## config.mk

```make
export PLATFORM = sky130hd
export DESIGN_NAME = clock_24h_with_keypad_setting
export DESIGN_NICKNAME = d
export VERILOG_FILES = /design/src/design/ckp_pkg.sv /design/src/design/ckp_key_decode.sv /design/src/design/ckp_time_core.sv /design/src/design/clock_24h_with_keypad_setting.sv
export SDC_FILE = /design/constraint.sdc
export NUM_CORES = 1
export LEC_CHECK = 0
export ABC_AREA = 1
export BUFFER_PORTS_ARGS = -buffer_cell sky130_fd_sc_hd__buf_2
export CORE_ASPECT_RATIO = 1.1
export CORE_MARGIN = 2
export CORE_UTILIZATION = 45
export DETAILED_ROUTE_END_ITERATION = 8
export HOLD_SLACK_MARGIN = 0.08
export SKIP_LAST_GASP = 1
export SYNTH_ARGS = -nofsm -noshare
export SYNTH_HDL_FRONTEND = slang
export SYNTH_SLANG_ARGS = --single-unit
```

## constraint.sdc

```tcl
create_clock -name i_clk -period 3.12 [get_ports i_clk]
set_input_delay 0.624 -clock i_clk [delete_from_list [all_inputs] [get_ports i_clk]]
set_output_delay 0.624 -clock i_clk [all_outputs]
set_load 0.02 [all_outputs]
```

## src/design/ckp_pkg.sv

```systemverilog
`default_nettype none

package ckp_pkg;

    // Key codes
    localparam logic [2:0] BTN_NONE   = 3'd0;
    localparam logic [2:0] BTN_RIGHT  = 3'd1;
    localparam logic [2:0] BTN_UP     = 3'd2;
    localparam logic [2:0] BTN_DOWN   = 3'd3;
    localparam logic [2:0] BTN_LEFT   = 3'd4;
    localparam logic [2:0] BTN_SELECT = 3'd5;

    // Edited field codes
    localparam logic [1:0] FLD_HOUR   = 2'd0;
    localparam logic [1:0] FLD_MINUTE = 2'd1;
    localparam logic [1:0] FLD_SECOND = 2'd2;

    // Configuration register indexes
    localparam logic CFG_TICKS_PER_SECOND = 1'b0;
    localparam logic CFG_KEY_TOLERANCE    = 1'b1;

    // Key window centers on the resistor ladder
    localparam logic [10:0] CENTER_UP     = 11'd145;
    localparam logic [10:0] CENTER_DOWN   = 11'd329;
    localparam logic [10:0] CENTER_LEFT   = 11'd505;
    localparam logic [10:0] CENTER_SELECT = 11'd740;

    localparam logic [4:0] HOUR_MAX = 5'd23;
    localparam logic [5:0] MIN_MAX  = 6'd59;
    localparam logic [5:0] SEC_MAX  = 6'd59;

    localparam logic [7:0] TPS_RESET = 8'd125;
    localparam logic [5:0] TOL_RESET = 6'd10;

    typedef struct packed {
        logic [4:0] hour_value;
        logic [5:0] minute_value;
        logic [5:0] second_value;
        logic [1:0] selected_field;
        logic [2:0] key_code;
        logic       refresh;
    } t_result;

endpackage

`default_nettype wire

```

## src/design/ckp_key_decode.sv

```systemverilog
`default_nettype none

module ckp_key_decode (
    input  wire logic [9:0] i_sample,
    input  wire logic [5:0] i_tol,
    output logic      [2:0] o_key
);

    logic [10:0] w_v;
    logic [10:0] w_tol;

    function automatic logic in_win(input logic [10:0] v, input logic [10:0] c,
                                    input logic [10:0] tol);
        in_win = ((v + tol) >= c) && (v <= (c + tol));
    endfunction

    assign w_v   = {1'b0, i_sample};
    assign w_tol = {5'd0, i_tol};

    // later keys in ladder order take priority where windows overlap
    always_comb begin
        o_key = ckp_pkg::BTN_NONE;
        if (w_v <= w_tol) o_key = ckp_pkg::BTN_RIGHT;
        if (in_win(w_v, ckp_pkg::CENTER_UP, w_tol)) o_key = ckp_pkg::BTN_UP;
        if (in_win(w_v, ckp_pkg::CENTER_DOWN, w_tol)) o_key = ckp_pkg::BTN_DOWN;
        if (in_win(w_v, ckp_pkg::CENTER_LEFT, w_tol)) o_key = ckp_pkg::BTN_LEFT;
        if (in_win(w_v, ckp_pkg::CENTER_SELECT, w_tol)) o_key = ckp_pkg::BTN_SELECT;
    end

endmodule

`default_nettype wire

```

## src/design/ckp_time_core.sv

```systemverilog
`default_nettype none

module ckp_time_core (
    input  wire logic             i_clk,
    input  wire logic             i_rst_n,
    input  wire logic             i_step,
    input  wire logic [2:0]       i_key,
    input  wire logic [7:0]       i_tps,
    output ckp_pkg::t_result      o_res
);

    logic [7:0] r_tick, n_tick;
    logic [4:0] r_hour, n_hour;
    logic [5:0] r_min,  n_min;
    logic [5:0] r_sec,  n_sec;
    logic [1:0] r_fld,  n_fld;
    logic [2:0] r_last;
    ckp_pkg::t_result r_res;

    logic [8:0] w_next_cnt;
    logic       w_sec_tick;
    logic       w_key_new;
    logic [4:0] w_hour_c;
    logic [5:0] w_min_c;
    logic [5:0] w_sec_c;
    logic       w_up;

    assign w_next_cnt = {1'b0, r_tick} + 9'd1;
    assign w_sec_tick = w_next_cnt >= {1'b0, i_tps};
    assign w_key_new  = (i_key != ckp_pkg::BTN_NONE) && (i_key != r_last);
    assign w_up       = (i_key == ckp_pkg::BTN_UP);

    always_comb begin
        // seconds carry chain
        w_sec_c  = r_sec;
        w_min_c  = r_min;
        w_hour_c = r_hour;
        n_tick   = w_next_cnt[7:0];
        if (w_sec_tick) begin
            n_tick = 8'd0;
            if (r_sec == ckp_pkg::SEC_MAX) begin
                w_sec_c = 6'd0;
                if (r_min == ckp_pkg::MIN_MAX) begin
                    w_min_c  = 6'd0;
                    w_hour_c = (r_hour == ckp_pkg::HOUR_MAX) ? 5'd0 : r_hour + 5'd1;
                end else begin
                    w_min_c = r_min + 6'd1;
                end
            end else begin
                w_sec_c = r_sec + 6'd1;
            end
        end

        // keypad edits on the first tick of a key
        n_hour = w_hour_c;
        n_min  = w_min_c;
        n_sec  = w_sec_c;
        n_fld  = r_fld;
        if (w_key_new) begin
            case (i_key)
                ckp_pkg::BTN_RIGHT: begin
                    if (r_fld != ckp_pkg::FLD_SECOND) n_fld = r_fld + 2'd1;
                end
                ckp_pkg::BTN_LEFT: begin
                    n_fld = (r_fld == ckp_pkg::FLD_HOUR) ? ckp_pkg::FLD_SECOND
                                                         : r_fld - 2'd1;
                end
                ckp_pkg::BTN_UP, ckp_pkg::BTN_DOWN: begin
                    case (r_fld)
                        ckp_pkg::FLD_HOUR: begin
                            if (w_up) n_hour = (w_hour_c == ckp_pkg::HOUR_MAX) ? 5'd0
                                                                               : w_hour_c + 5'd1;
                            else      n_hour = (w_hour_c == 5'd0) ? ckp_pkg::HOUR_MAX
                                                                  : w_hour_c - 5'd1;
                        end
                        ckp_pkg::FLD_MINUTE: begin
                            if (w_up) n_min = (w_min_c == ckp_pkg::MIN_MAX) ? 6'd0
                                                                            : w_min_c + 6'd1;
                            else      n_min = (w_min_c == 6'd0) ? ckp_pkg::MIN_MAX
                                                                : w_min_c - 6'd1;
                        end
                        default: begin
                            if (w_up) n_sec = (w_sec_c == ckp_pkg::SEC_MAX) ? 6'd0
                                                                            : w_sec_c + 6'd1;
                            else      n_sec = (w_sec_c == 6'd0) ? ckp_pkg::SEC_MAX
                                                                : w_sec_c - 6'd1;
                        end
                    endcase
                end
                default: begin
                end
            endcase
        end
    end

    always_ff @(posedge i_clk) begin
        if (!i_rst_n) begin
            r_tick <= 8'd0;
            r_hour <= ckp_pkg::HOUR_MAX;
            r_min  <= ckp_pkg::MIN_MAX;
            r_sec  <= 6'd50;
            r_fld  <= ckp_pkg::FLD_HOUR;
            r_last <= ckp_pkg::BTN_NONE;
        end else if (i_step) begin
            r_tick <= n_tick;
            r_hour <= n_hour;
            r_min  <= n_min;
            r_sec  <= n_sec;
            r_fld  <= n_fld;
            r_last <= i_key;
        end
    end

    // result register, payload only
    always_ff @(posedge i_clk) begin
        if (i_step) begin
            r_res.hour_value     <= n_hour;
            r_res.minute_value   <= n_min;
            r_res.second_value   <= n_sec;
            r_res.selected_field <= n_fld;
            r_res.key_code       <= i_key;
            r_res.refresh        <= w_sec_tick | w_key_new;
        end
    end

    assign o_res = r_res;

endmodule

`default_nettype wire

```

## src/design/clock_24h_with_keypad_setting.sv

```systemverilog
// A tick item's sample is held in the input register, and its result then in the result register.
// One tick item per cycle unless a held result stalls the input; the time registers update in a single pass.
// Stalls: a held result keeps one more item in the input register, then ready drops.
// Reset (synchronous, active low): time 23:59:50, hours selected, no key held,
// tick prescaler at zero, ticks_per_second 125, key_tolerance 10.
`default_nettype none

module clock_24h_with_keypad_setting (
    input  wire logic       i_clk,
    input  wire logic       i_rst_n,
    // tick item channel
    input  wire logic       i_in_valid,
    output logic            o_in_ready,
    input  wire logic [9:0] i_adc_sample,
    // result channel
    output logic            o_out_valid,
    input  wire logic       i_out_ready,
    output logic [4:0]      o_hour_value,
    output logic [5:0]      o_minute_value,
    output logic [5:0]      o_second_value,
    output logic [1:0]      o_selected_field,
    output logic [2:0]      o_key_code,
    output logic            o_refresh,
    // configuration writes
    input  wire logic       i_cfg_we,
    input  wire logic       i_cfg_idx,
    input  wire logic [7:0] i_cfg_data
);

    logic [7:0] r_tps;
    logic [5:0] r_tol;

    // input register: holds the sample of one item
    logic       r_in_valid;
    logic [9:0] r_sample;

    logic       r_out_valid;
    logic       w_advance;
    logic [2:0] w_key;

    ckp_pkg::t_result w_res;

    // Move an item into the result register when the result slot is free or
    // is being drained this cycle; the input register refills behind it.
    assign w_advance  = r_in_valid && (!r_out_valid || i_out_ready);
    assign o_in_ready = !r_in_valid || w_advance;

    always_ff @(posedge i_clk) begin
        if (!i_rst_n) begin
            r_tps <= ckp_pkg::TPS_RESET;
            r_tol <= ckp_pkg::TOL_RESET;
        end else if (i_cfg_we) begin
            case (i_cfg_idx)
                ckp_pkg::CFG_TICKS_PER_SECOND: r_tps <= i_cfg_data;
                ckp_pkg::CFG_KEY_TOLERANCE:    r_tol <= i_cfg_data[5:0];
                default: begin
                end
            endcase
        end
    end

    always_ff @(posedge i_clk) begin
        if (!i_rst_n) begin
            r_in_valid  <= 1'b0;
            r_out_valid <= 1'b0;
        end else begin
            if (o_in_ready) r_in_valid <= i_in_valid;
            if (w_advance) r_out_valid <= 1'b1;
            else if (i_out_ready) r_out_valid <= 1'b0;
        end
    end

    always_ff @(posedge i_clk) begin
        if (o_in_ready && i_in_valid) r_sample <= i_adc_sample;
    end

    // classify the held sample against the ladder windows
    ckp_key_decode u_key_decode (
        .i_sample (r_sample),
        .i_tol    (r_tol),
        .o_key    (w_key)
    );

    // prescaler, time-of-day registers, field editing and result register
    ckp_time_core u_time_core (
        .i_clk   (i_clk),
        .i_rst_n (i_rst_n),
        .i_step  (w_advance),
        .i_key   (w_key),
        .i_tps   (r_tps),
        .o_res   (w_res)
    );

    assign o_out_valid      = r_out_valid;
    assign o_hour_value     = w_res.hour_value;
    assign o_minute_value   = w_res.minute_value;
    assign o_second_value   = w_res.second_value;
    assign o_selected_field = w_res.selected_field;
    assign o_key_code       = w_res.key_code;
    assign o_refresh        = w_res.refresh;

endmodule

`default_nettype wire

```

After elaboration in Yosys (flattened, before gate mapping). Index checks and enable logic that the tools add are counted.

Equal/unequal tests: 13. Add/subtract/negate cells: 17. Reduce and logical (&&, ||, !) cells: 21. Bitwise logic cells: 2. Order comparisons: 10. Mux-type cells: 39.

Operator list (number): $mux 6 (17); $mux 5 (10); $le 10x11->1 (4); $add 6x1->6 const B (4); $eq 6x6->1 const B (4); $ge 11x9->1 const B (2); $add 9x6->10 const A (2); $logic_not 6->1 (2); $sub 6x1->6 const B (2); $add 10x6->11 (1); $add 10x6->11 const A (1); $ge 11x10->1 const B (1); $ge 11x8->1 const B (1); $add 5x1->5 const B (2); $eq 5x5->1 const B (2); $le 10x6->1 (1); $mux 2 (5); $add 8x1->9 const B (1); $add 8x6->9 const A (1); $ge 9x8->1 (1); $mux 8 (1); $logic_and 1x1->1 (7); $eq 3x2->1 const B (2); $mux 3 (2); 20 further kinds (26).

Word-level logic and storage cells: 119. Output and inout bits: 25. Bits of input ports: 24. Bits in registers: 79.

Depth between registers and ports, before layout. Gate-level depths: netlist of run 1.

Depth after elaboration: 12. Mapped depth: 30. Depth with buffers taken out: 30.

Cells and area by module. Synthesis of run 1 repeated with hierarchy kept, for this count alone.

Cells, all modules: 1014. Area total of the unflattened synthesis: 6792.8 µm².

By module, submodules not included: ckp_time_core (cells an instance 622, instances 1, area an instance 4161.5 µm², seq. area each 1291.2 µm²); ckp_key_decode (cells an instance 301, instances 1, area an instance 1721.7 µm², seq. area each 0.0 µm²); clock_24h_with_keypad_setting (cells an instance 91, instances 1, area an instance 909.6 µm², seq. area each 620.6 µm²).

Least setup slack after synthesis of run 1. No wires, ideal clock.

Path type: register to register. Start point: reg u_time_core.r_tick[0]. End point: reg u_time_core.r_res, in the netlist u_time_core.o_res[16], data pin. Required time: 2.865 ns. Setup slack: -0.197 ns. Cell stages (with the launch flop): 23. Data arrival time: 3.063 ns. Clock period less this slack: 3.317 ns. Library setup time: 0.255 ns. Path buffers: 1. Path through: dfxtp_1 ha_1 nand2_1 nor2_2 nand3_1 xor2_1 inv_1 ha_1 a21oi_1 o21ai_2 nor2_4 nand3_4 buf_6 o21ai_2 inv_1 ha_1 nand2_1 nor2_1 inv_1 nand2_1 o21ai_0 nand2_1 and2_1.

Longest elaborated chain between the ends: 9. Elaborated cells on any way between the ends: 13. Those cells by class: add/sub: 3; order compare: 1; eq/ne: 1; mux: 7; reduce/logical: 1.

Ends and longest elaborated chain: start, declared (RTL line ckp_time_core.sv:12) `logic [7:0] r_tick, n_tick;`; start signal, assigned (RTL line ckp_time_core.sv:105) `r_tick <= n_tick;`; $add 8x1->9 (*) (RTL line ckp_time_core.sv:28) `assign w_next_cnt = {1'b0, r_tick} + 9'd1;`; $ge 9x8->1 (*) (RTL line ckp_time_core.sv:29) `assign w_sec_tick = w_next_cnt >= {1'b0, i_tps};`; $mux 6 (*) (RTL line ckp_time_core.sv:39) `if (w_sec_tick) begin`; $sub 6x1->6 (tied with other cells) (RTL line ckp_time_core.sv:80) `: w_min_c - 6'd1;`; $mux 6 (on tied branches) (RTL line ckp_time_core.sv:79, ckp_time_core.sv:77); $mux 6 (RTL line ckp_time_core.sv:77) `if (w_up) n_min = (w_min_c == ckp_pkg::MIN_MAX) ? 6'd0`; $mux 6 (RTL line ckp_time_core.sv:69) `case (r_fld)`; $mux 6 (RTL line ckp_time_core.sv:60) `case (i_key)`; $mux 6 (*) (RTL line ckp_time_core.sv:59) `if (w_key_new) begin`; via u_time_core.n_min[4] (RTL line ckp_time_core.sv:14) `logic [5:0] r_min, n_min;`; end, declared (RTL line ckp_time_core.sv:18) `ckp_pkg::t_result r_res;`.

The timed path passes the listed nets; every way through them passes the cells marked *. A chain may end at the register's enable or synchronous reset.

Worst setup path in the final report of run 1.
Start point: reg r_tol[1]. End point: reg u_time_core.r_res, in the netlist u_time_core.o_res[19], data pin.

Longest elaborated chain between the ends: 12. Elaborated cells on any way between the ends: 33. Those cells by class: add/sub: 5; order compare: 9; eq/ne: 3; mux: 9; reduce/logical: 7.

Ends and longest elaborated chain: start, declared (RTL line clock_24h_with_keypad_setting.sv:31) `logic [5:0] r_tol;`; start signal, assigned (RTL line clock_24h_with_keypad_setting.sv:51) `r_tol <= ckp_pkg::TOL_RESET;`; start signal, assigned (RTL line clock_24h_with_keypad_setting.sv:55) `ckp_pkg::CFG_KEY_TOLERANCE: r_tol <= i_cfg_data[5:0];`; $add 10x6->11 / $add 8x6->9 (equally long branches) (RTL line ckp_key_decode.sv:14) `in_win = ((v + tol) >= c) && (v <= (c + tol));`; $ge 11x8->1 / $le 10x11->1 (equally long branches) (RTL line ckp_key_decode.sv:14); $logic_and 1x1->1 (RTL line ckp_key_decode.sv:14); $mux 2 (RTL line ckp_key_decode.sv:24) `if (in_win(w_v, ckp_pkg::CENTER_UP, w_tol)) o_key = ckp_pkg::BTN_UP;`; $mux 2 (RTL line ckp_key_decode.sv:25) `if (in_win(w_v, ckp_pkg::CENTER_DOWN, w_tol)) o_key = ckp_pkg::BTN_DOWN;`; $mux 3 (RTL line ckp_key_decode.sv:26) `if (in_win(w_v, ckp_pkg::CENTER_LEFT, w_tol)) o_key = ckp_pkg::BTN_LEFT;`; $mux 3 (*) (RTL line ckp_key_decode.sv:27) `if (in_win(w_v, ckp_pkg::CENTER_SELECT, w_tol)) o_key = ckp_pkg::BTN_SELECT;`; $eq 3x2->1 (RTL line ckp_time_core.sv:31, ckp_time_core.sv:60); $mux 5 (RTL line ckp_time_core.sv:71) `if (w_up) n_hour = (w_hour_c == ckp_pkg::HOUR_MAX) ? 5'd0`; $mux 5 (RTL line ckp_time_core.sv:69); $mux 5 (RTL line ckp_time_core.sv:60); $mux 5 (*) (RTL line ckp_time_core.sv:59); via u_time_core.n_hour[1] (RTL line ckp_time_core.sv:13) `logic [4:0] r_hour, n_hour;`.

Marked as above.

==> results of run 1 <==
-- sequential cells by signal, summed over array words and instances (netlist names) --
name / count
o_out_valid: 1
r_in_valid: 1
r_sample: 10
r_tol: 6
r_tps: 8
u_time_core.o_res: 23
u_time_core.r_fld: 2
u_time_core.r_hour: 5
u_time_core.r_last: 3
u_time_core.r_min: 6
u_time_core.r_sec: 6
u_time_core.r_tick: 8
-- worst reg2reg max path, cell delays in order (launching register included) --
cell and delay (ps):
dfxtp_4 370, inv_2 40, nor3_2 160, inv_1 80
nand2_1 90, inv_2 60, buf_6 120, nor2_4 90
nand2_4 80, ha_4 280, nand3_4 100, nor3_2 110
nand2_1 80, nand3_2 90, o31ai_4 70, inv_1 60
nor2_1 40, nand2_1 100, nand2_2 120, nand2_8 120
nand2_4 70, nand3_4 70, nor2_4 50, nor2_4 270
buf_6 160, nand3b_1 90, and2_1 150
-- stage by stage --
step                setup slack, ps  cell area (µm²)
global placement               -352             8230
CTS                            -178             9300
global route                   -441             9810
finish                         -244             9810
floorplan                     -2.98             6790
detailed placement             -500             8230
-- metal layers --
layer / vias up / GRT usage, %
met4: 0 / 10.3
met5: - / 0
met1: 3292 / 31.0
li1: 3646 / -
met2: 135 / 46.7
met3: 44 / 3.72
-- timing repair --
item,CTS,global route
gates cloned,1,0
gates resized for setup,158,116
pin swaps,83,63
setup endpoints to repair,39,47
endpoints found under the hold margin,0,0
buffers inserted,21,6
-- power by group through the flow --
stage	Sequential (W)	Clock, W	Combinational, W
after floorplan	0.00124	0	0.000714
after global placement	0.00122	0	0.00117
after detailed placement	0.00122	0	0.00118
after CTS	0.00120	0.00107	0.00135
after global routing	0.00121	0.00110	0.00164
final	0.00121	0.00106	0.00149
-- kinds of logic after synthesis --
| kind of cell | Yosys count |
|---|---|
| AOI/OAI and AO/OA | 138 |
| xor gates and xnor gates | 26 |
| adders and majority gates | 64 |
| buffers and inverters | 152 |
| DFF | 79 |
| muxes | 1 |
| and+or+nand+nor | 522 |
-- worst paths after layout --
check                           slack [ps]                         endpoint                  start  cells after the start
worst max-delay path                  -240  u_time_core.o_res[19]$_DFFE_PP_  r_tol[1]$_SDFFE_PN1P_                     26
worst max register to register        -240  u_time_core.o_res[19]$_DFFE_PP_  r_tol[1]$_SDFFE_PN1P_                     26
worst min-delay path                   440            r_sample[6]$_DFFE_PP_        i_adc_sample[6]                      1
worst min register to register         480            r_tps[1]$_SDFFE_PN0P_  r_tps[1]$_SDFFE_PN0P_                      2
-- final cells by class --
cell class                 count  area share [%]
sequential                    79            19.7
tap                          192            2.45
clock inverter                 2           0.140
timing repair buffer         211            16.1
inverter                     132            5.19
multi-input combinational    752            53.6
clock buffer                  14            2.79
-- placed cells by master, fill, tap and decap left out, types with 4 or more instances in the layout --
master / Yosys / final
o21ai_0: 38 / 28
nand2_2: 10 / 37
dfxtp_1: 46 / 39
ha_4: 0 / 16
xor2_1: 20 / 19
nor3_1: 11 / 7
ha_2: 0 / 6
o211ai_1: 8 / 8
nor2_1: 65 / 44
o21ai_2: 6 / 14
dfxtp_4: 0 / 5
clkbuf_16: 0 / 9
xnor2_1: 6 / 4
a21oi_2: 2 / 10
inv_2: 10 / 23
nor3_2: 2 / 4
nand3_4: 1 / 10
nand4_1: 26 / 26
edfxtp_1: 33 / 33
nor2_2: 4 / 11
inv_1: 119 / 100
inv_4: 0 / 5
nand2_1: 285 / 231
buf_4: 1 / 140
and2_1: 6 / 6
nand3_2: 5 / 36
buf_6: 4 / 18
nand3_1: 89 / 50
o21ai_1: 8 / 7
buf_2: 3 / 48
nand2_4: 6 / 30
nor2_4: 2 / 16
ha_1: 63 / 41
a21oi_1: 65 / 56
==> results.sh, run 1 <==
export IMPL_hold_path_class="input port to register"
export IMPL_fp_dieW_um=120
export IMPL_start_util_pct=46.3
export IMPL_core_um2=14400
export IMPL_finalPower_w=0.00375
export IMPL_yosysUniqueCellTypes=48
export IMPL_grt_pass1_vias=7157
export IMPL_wl_met2_um=10500
export IMPL_clk_path_buf_depth=2
export IMPL_multi_input_area_um2=5260
export IMPL_tightest_slew_ps=1200
export IMPL_timing_hold_ws_ps=443
export IMPL_drive_gt1_share_pct=39.6
export IMPL_cts_tree="built"
export IMPL_diodes=0
export IMPL_synth_top_family_by_area="simple AND/OR/NAND/NOR gates"
export IMPL_maxSlewViolCount=0
export IMPL_synth_compound_gate_area_share_pct=11.5
export IMPL_routed_wl_um=20300
export IMPL_synth_xor_area_share_pct=3.41
export IMPL_required_ps=3230
export IMPL_synth_top_area_share_pct=16.0
export IMPL_layout_setup_ws_ps=-244
export IMPL_grt_pass1_wl_um=33600
export IMPL_synthAdderAreaFrac_pct=12.1
export IMPL_clock_root_buffer="clkbuf_16"
export IMPL_syn_area_per_cell_um2=6.81
export IMPL_yosysWarnings=0
export IMPL_synth_top_area_cell="nand2_1"
export IMPL_clockPowerShare_pct=28.2
export IMPL_met1_length_um=8610
export IMPL_cts_hold_fix_buffers=0
export IMPL_drc_errors=0
export IMPL_end_kind="register"
export IMPL_num_rows=46
export IMPL_die_area_um2=15800
export IMPL_cp_top_family="simple AND/OR/NAND/NOR gates"
export IMPL_combPwrFrac_pct=39.7
export IMPL_grt_overflow_total=0
export IMPL_ant_nets=0
export IMPL_power_density_nw_per_um2=382
export IMPL_cp_start_kind="register"
export IMPL_detail_route_wl_per_cell_um=14.7
export IMPL_ys_ff_latch=79
export IMPL_p_seq_share_pct=32.2
export IMPL_ys_top_cells_by_area="nand2_1, edfxtp_1, dfxtp_1"
export IMPL_clock_sinks=79
export IMPL_fmax_ghz=0.297
export IMPL_crit_slowest_cell="dfxtp_4"
export IMPL_async_flop_share_pct=0
export IMPL_dr_pass1_iters=5
export IMPL_cts_buffers=9
export IMPL_slew_headroom_pct=19.7
export IMPL_setup_violations=36
export IMPL_areaGrowthSynthToFinish_pct=46.8
export IMPL_cp_arrival_ps=3470
export IMPL_vias=7117
export IMPL_drv_cap=0
export IMPL_max_stage_delay_ps=370
export IMPL_dp_cells=1341
export IMPL_htreeDepth=3
export IMPL_fin_skew_ps=7.76
export IMPL_grtUsageTotal_pct=26.0
export IMPL_ioPinCount=49
export IMPL_syn_nets=1070
export IMPL_rsz0062_at_grt="yes"
export IMPL_netlist_area_um2=6680
export IMPL_clk_pin_slew_ps=60
export IMPL_post_route_min_period_ps=3360
export IMPL_synth_main_ff_cell="dfxtp_1"
export IMPL_clock_latency_ps=360
export IMPL_syn_inst=982
export IMPL_critical_path_peak_fanout=7
export IMPL_switchingPower_w=0.00136
export IMPL_fin_tns_setup_ps=-5540
export IMPL_grt_start_max_net_pins=46
export IMPL_maxUsedRoutingLayer="met4"
export IMPL_fin_util_pct=67.9
export IMPL_vdd_drop_max_mv=0.276
export IMPL_n_fill_cell=1216
export IMPL_ys_seq_area_share_pct=28.6
export IMPL_swShare_pct=36.2
export IMPL_netlist_top_cells_count="nand2_1, inv_1, nand3_1"
export IMPL_worst_path_buf_inv=6
export IMPL_die_y_um=132
export IMPL_finalNetCount=1273
export IMPL_hpwl_um=14100
export IMPL_routed_via_density=5.15
export IMPL_worstSetupPathType="register to register"
export IMPL_stdcell_count=1382
export IMPL_p_int_w=0.00239
export IMPL_synthSimpleGateAreaFrac_pct=35.1
export IMPL_numPortBuffers=48
export IMPL_antenna_found_initial=0
export IMPL_globalplace_congestion=0.888
export IMPL_wl_met3_um=655
export IMPL_register_area_um2=1930
export IMPL_p_leak_nw=4.67
export IMPL_synth_edf_count=33
export IMPL_yosysMostFrequentCell="nand2_1"
export IMPL_synth_mux_area_share_pct=0.150
export IMPL_status="finished with violations"
export IMPL_hold_viol=0
export IMPL_initialDrtViolationCount=369
export IMPL_period_share_pct=108
export IMPL_violations="negative setup slack"
No activity file was read; power rests on OpenSTA's default activity.
==> run 2: changes to the inputs <==
--- a/config.mk
+++ b/config.mk
@@ -5,7 +5,7 @@
 export SDC_FILE = /design/constraint.sdc
 export NUM_CORES = 1
 export LEC_CHECK = 0
-export ABC_AREA = 1
+export ABC_AREA = 0
 export BUFFER_PORTS_ARGS = -buffer_cell sky130_fd_sc_hd__buf_2
 export CORE_ASPECT_RATIO = 1.1
 export CORE_MARGIN = 2
@@ -16,3 +16,4 @@
 export SYNTH_ARGS = -nofsm -noshare
 export SYNTH_HDL_FRONTEND = slang
 export SYNTH_SLANG_ARGS = --single-unit
+export TNS_END_PERCENT = 100
==> results.sh, run 2 <==
export IMPL_status="finished with violations"
export IMPL_violations="negative setup slack"
export IMPL_numPortBuffers=48
export IMPL_critical_path_peak_fanout=4
export IMPL_areaGrowthSynthToFinish_pct=52.0
export IMPL_syn_inst=811
export IMPL_required_ps=3400
export IMPL_vdd_drop_max_mv=0.312
export IMPL_p_leak_nw=4.27
export IMPL_routed_via_density=5.70
export IMPL_drc_errors=0
export IMPL_grtUsageTotal_pct=28.0
export IMPL_cp_arrival_ps=4600
export IMPL_grt_start_max_net_pins=30
export IMPL_final_cell_mix="buf_4, nand2_1, nor2_1"
export IMPL_diodes=0
export IMPL_die_y_um=131
export IMPL_cts_tree="built"
export IMPL_crit_slowest_cell="or4b_4"
export IMPL_n_fill_cell=1122
export IMPL_setup_violations=46
export IMPL_cp_top_family="simple AND/OR/NAND/NOR gates"
export IMPL_routed_wl_um=22900
export IMPL_num_rows=46
export IMPL_clock_sinks=79
export IMPL_dr_pass1_iters=5
export IMPL_rsz0062_at_grt="yes"
export IMPL_hold_viol=0
export IMPL_ioPinCount=49
export IMPL_layout_setup_ws_ps=-1200
export IMPL_fin_skew_ps=5.19
export IMPL_ys_seq_area_share_pct=29.1
export IMPL_ys_ff_latch=79
export IMPL_grt_pass1_vias=7215
export IMPL_yosysMostFrequentCell="nand2_1"
export IMPL_power_density_nw_per_um2=368
export IMPL_start_util_pct=45.9
export IMPL_initialDrtViolationCount=467
export IMPL_antenna_found_initial=0
export IMPL_cts_buffers=9
export IMPL_use_met2_pct=50.6
export IMPL_worstSetupPathType="register to register"
export IMPL_ant_nets=0
export IMPL_fin_tns_setup_ps=-40160
export IMPL_async_flop_share_pct=0
export IMPL_ys_top_cells_by_area="edfxtp_1, dfxtp_1, ha_1"
export IMPL_max_stage_delay_ps=570
export IMPL_worst_path_buf_inv=1
export IMPL_cp_start_kind="register"
export IMPL_netlist_area_um2=6570
export IMPL_syn_area_per_cell_um2=8.10
export IMPL_place_ws_ps=-1190
export IMPL_use_met1_pct=33.5
export IMPL_synth_top_area_share_pct=15.1
export IMPL_end_kind="register"
export IMPL_synth_top_area_cell="edfxtp_1"
export IMPL_clock_root_buffer="clkbuf_16"
export IMPL_yosysUniqueCellTypes=79
export IMPL_syn_nets=899
export IMPL_die_area_um2=15600
export IMPL_drv_cap=0
export IMPL_core_um2=14300
export IMPL_finalPower_w=0.00367
export IMPL_htreeDepth=3
export IMPL_drive_gt1_share_pct=41.9
export IMPL_clock_latency_ps=350
export IMPL_fmax_ghz=0.231
export IMPL_clk_pin_slew_ps=60
export IMPL_crit_chain="ha_4, inv_2, fa_2, or2_4, a211o_4, a221o_1, or2_1, o311a_1, or3_4, or4b_4, or4_1, o31a_1, a31oi_1"
export IMPL_use_met3_pct=4.08
export IMPL_globalplace_congestion=0.964
export IMPL_hpwl_um=16100
export IMPL_top_usage_layer="met2"
export IMPL_clk_path_buf_depth=2
export IMPL_period_share_pct=139
export IMPL_largest_reg_flops=23
export IMPL_maxSlewViolCount=0
export IMPL_slew_headroom_pct=51.5
export IMPL_fp_dieW_um=119
export IMPL_post_route_min_period_ps=4320
export IMPL_finalNetCount=1166
export IMPL_detail_route_wl_per_cell_um=18.0
export IMPL_grt_pass1_wl_um=35000
export IMPL_hold_path_class="input port to register"
export IMPL_tightest_slew_ps=726
export IMPL_synth_edf_count=33
export IMPL_netlist_top_cells_count="nand2_1, nor2_1, ha_1"
export IMPL_layout_commonest_cell="buf_4"
export IMPL_grt_overflow_total=0
export IMPL_yosysWarnings=0
export IMPL_vias=7266
export IMPL_synth_main_ff_cell="dfxtp_1"
run 2: layout make-up:
cell class	instances	area (µm²)	area share, %
Inverter	45	173	1.73
Tap cell	192	240	2.40
Clock buffer	10	229	2.29
Multi-Input combinational cell	654	5170	51.7
Sequential cell	79	1930	19.3
Timing Repair Buffer	289	2140	21.5
Clock inverter	6	109	1.09
run 2: through the flow:
stage / utilization (%) / std cells / hold WS [ps] / area (µm²)
after global placement: 60.0 / 1224 / 457 / 8600
final: 69.7 / 1275 / 444 / 9990
after floorplan: - / 811 / 436 / 6760
after detailed placement: 60.0 / 1224 / 453 / 8600
after CTS: 64.7 / 1253 / 440 / 9270
after global routing: 69.7 / 1275 / 441 / 9990
run 2: kinds of logic after synthesis:
logic type,Yosys count,synth area share [%]
XOR/XNOR,26,3.46
adder cells (fa/ha/maj),64,12.3
multiplexers,17,2.65
AND/OR/NAND/NOR,326,24.3
flip-flops,79,29.1
AO/OA/AOI/OAI,221,23.2
buffers and inverters,78,4.91
run 2: where the power goes:
part	switching [W]	internal, W	total [W]
sequential	0.0000446	0.00114	0.00118
combinational	0.000658	0.000601	0.00126
clock	0.000451	0.000782	0.00123
total	0.00115	0.00252	0.00367
run 2: final timing paths:
check | startpoint | end | slack, ps | cells after the start
setup reg to reg | r_sample[0]$_DFFE_PP_ | u_time_core.r_min[2]$_SDFFE_PN0P_ | -1200 | 13
hold reg to reg | r_tps[7]$_SDFFE_PN0P_ | r_tps[7]$_SDFFE_PN0P_ | 470 | 2
setup / recovery | r_sample[0]$_DFFE_PP_ | u_time_core.r_min[2]$_SDFFE_PN0P_ | -1200 | 13
hold / removal | i_adc_sample[6] | r_sample[6]$_DFFE_PP_ | 440 | 1
run 2: repair_timing:
action	in CTS	in global routing
resized for setup	51	114
pin swaps	22	41
gates cloned	0	0
setup endpoints to repair	51	51
hold buffers	0	0
buffers inserted	16	28
run 2: metal layers:
metal	vias up	wire length (µm)
met5	-	0
met4	0	554
met3	46	907
met2	209	12000
met1	3479	9470
li1	3532	-
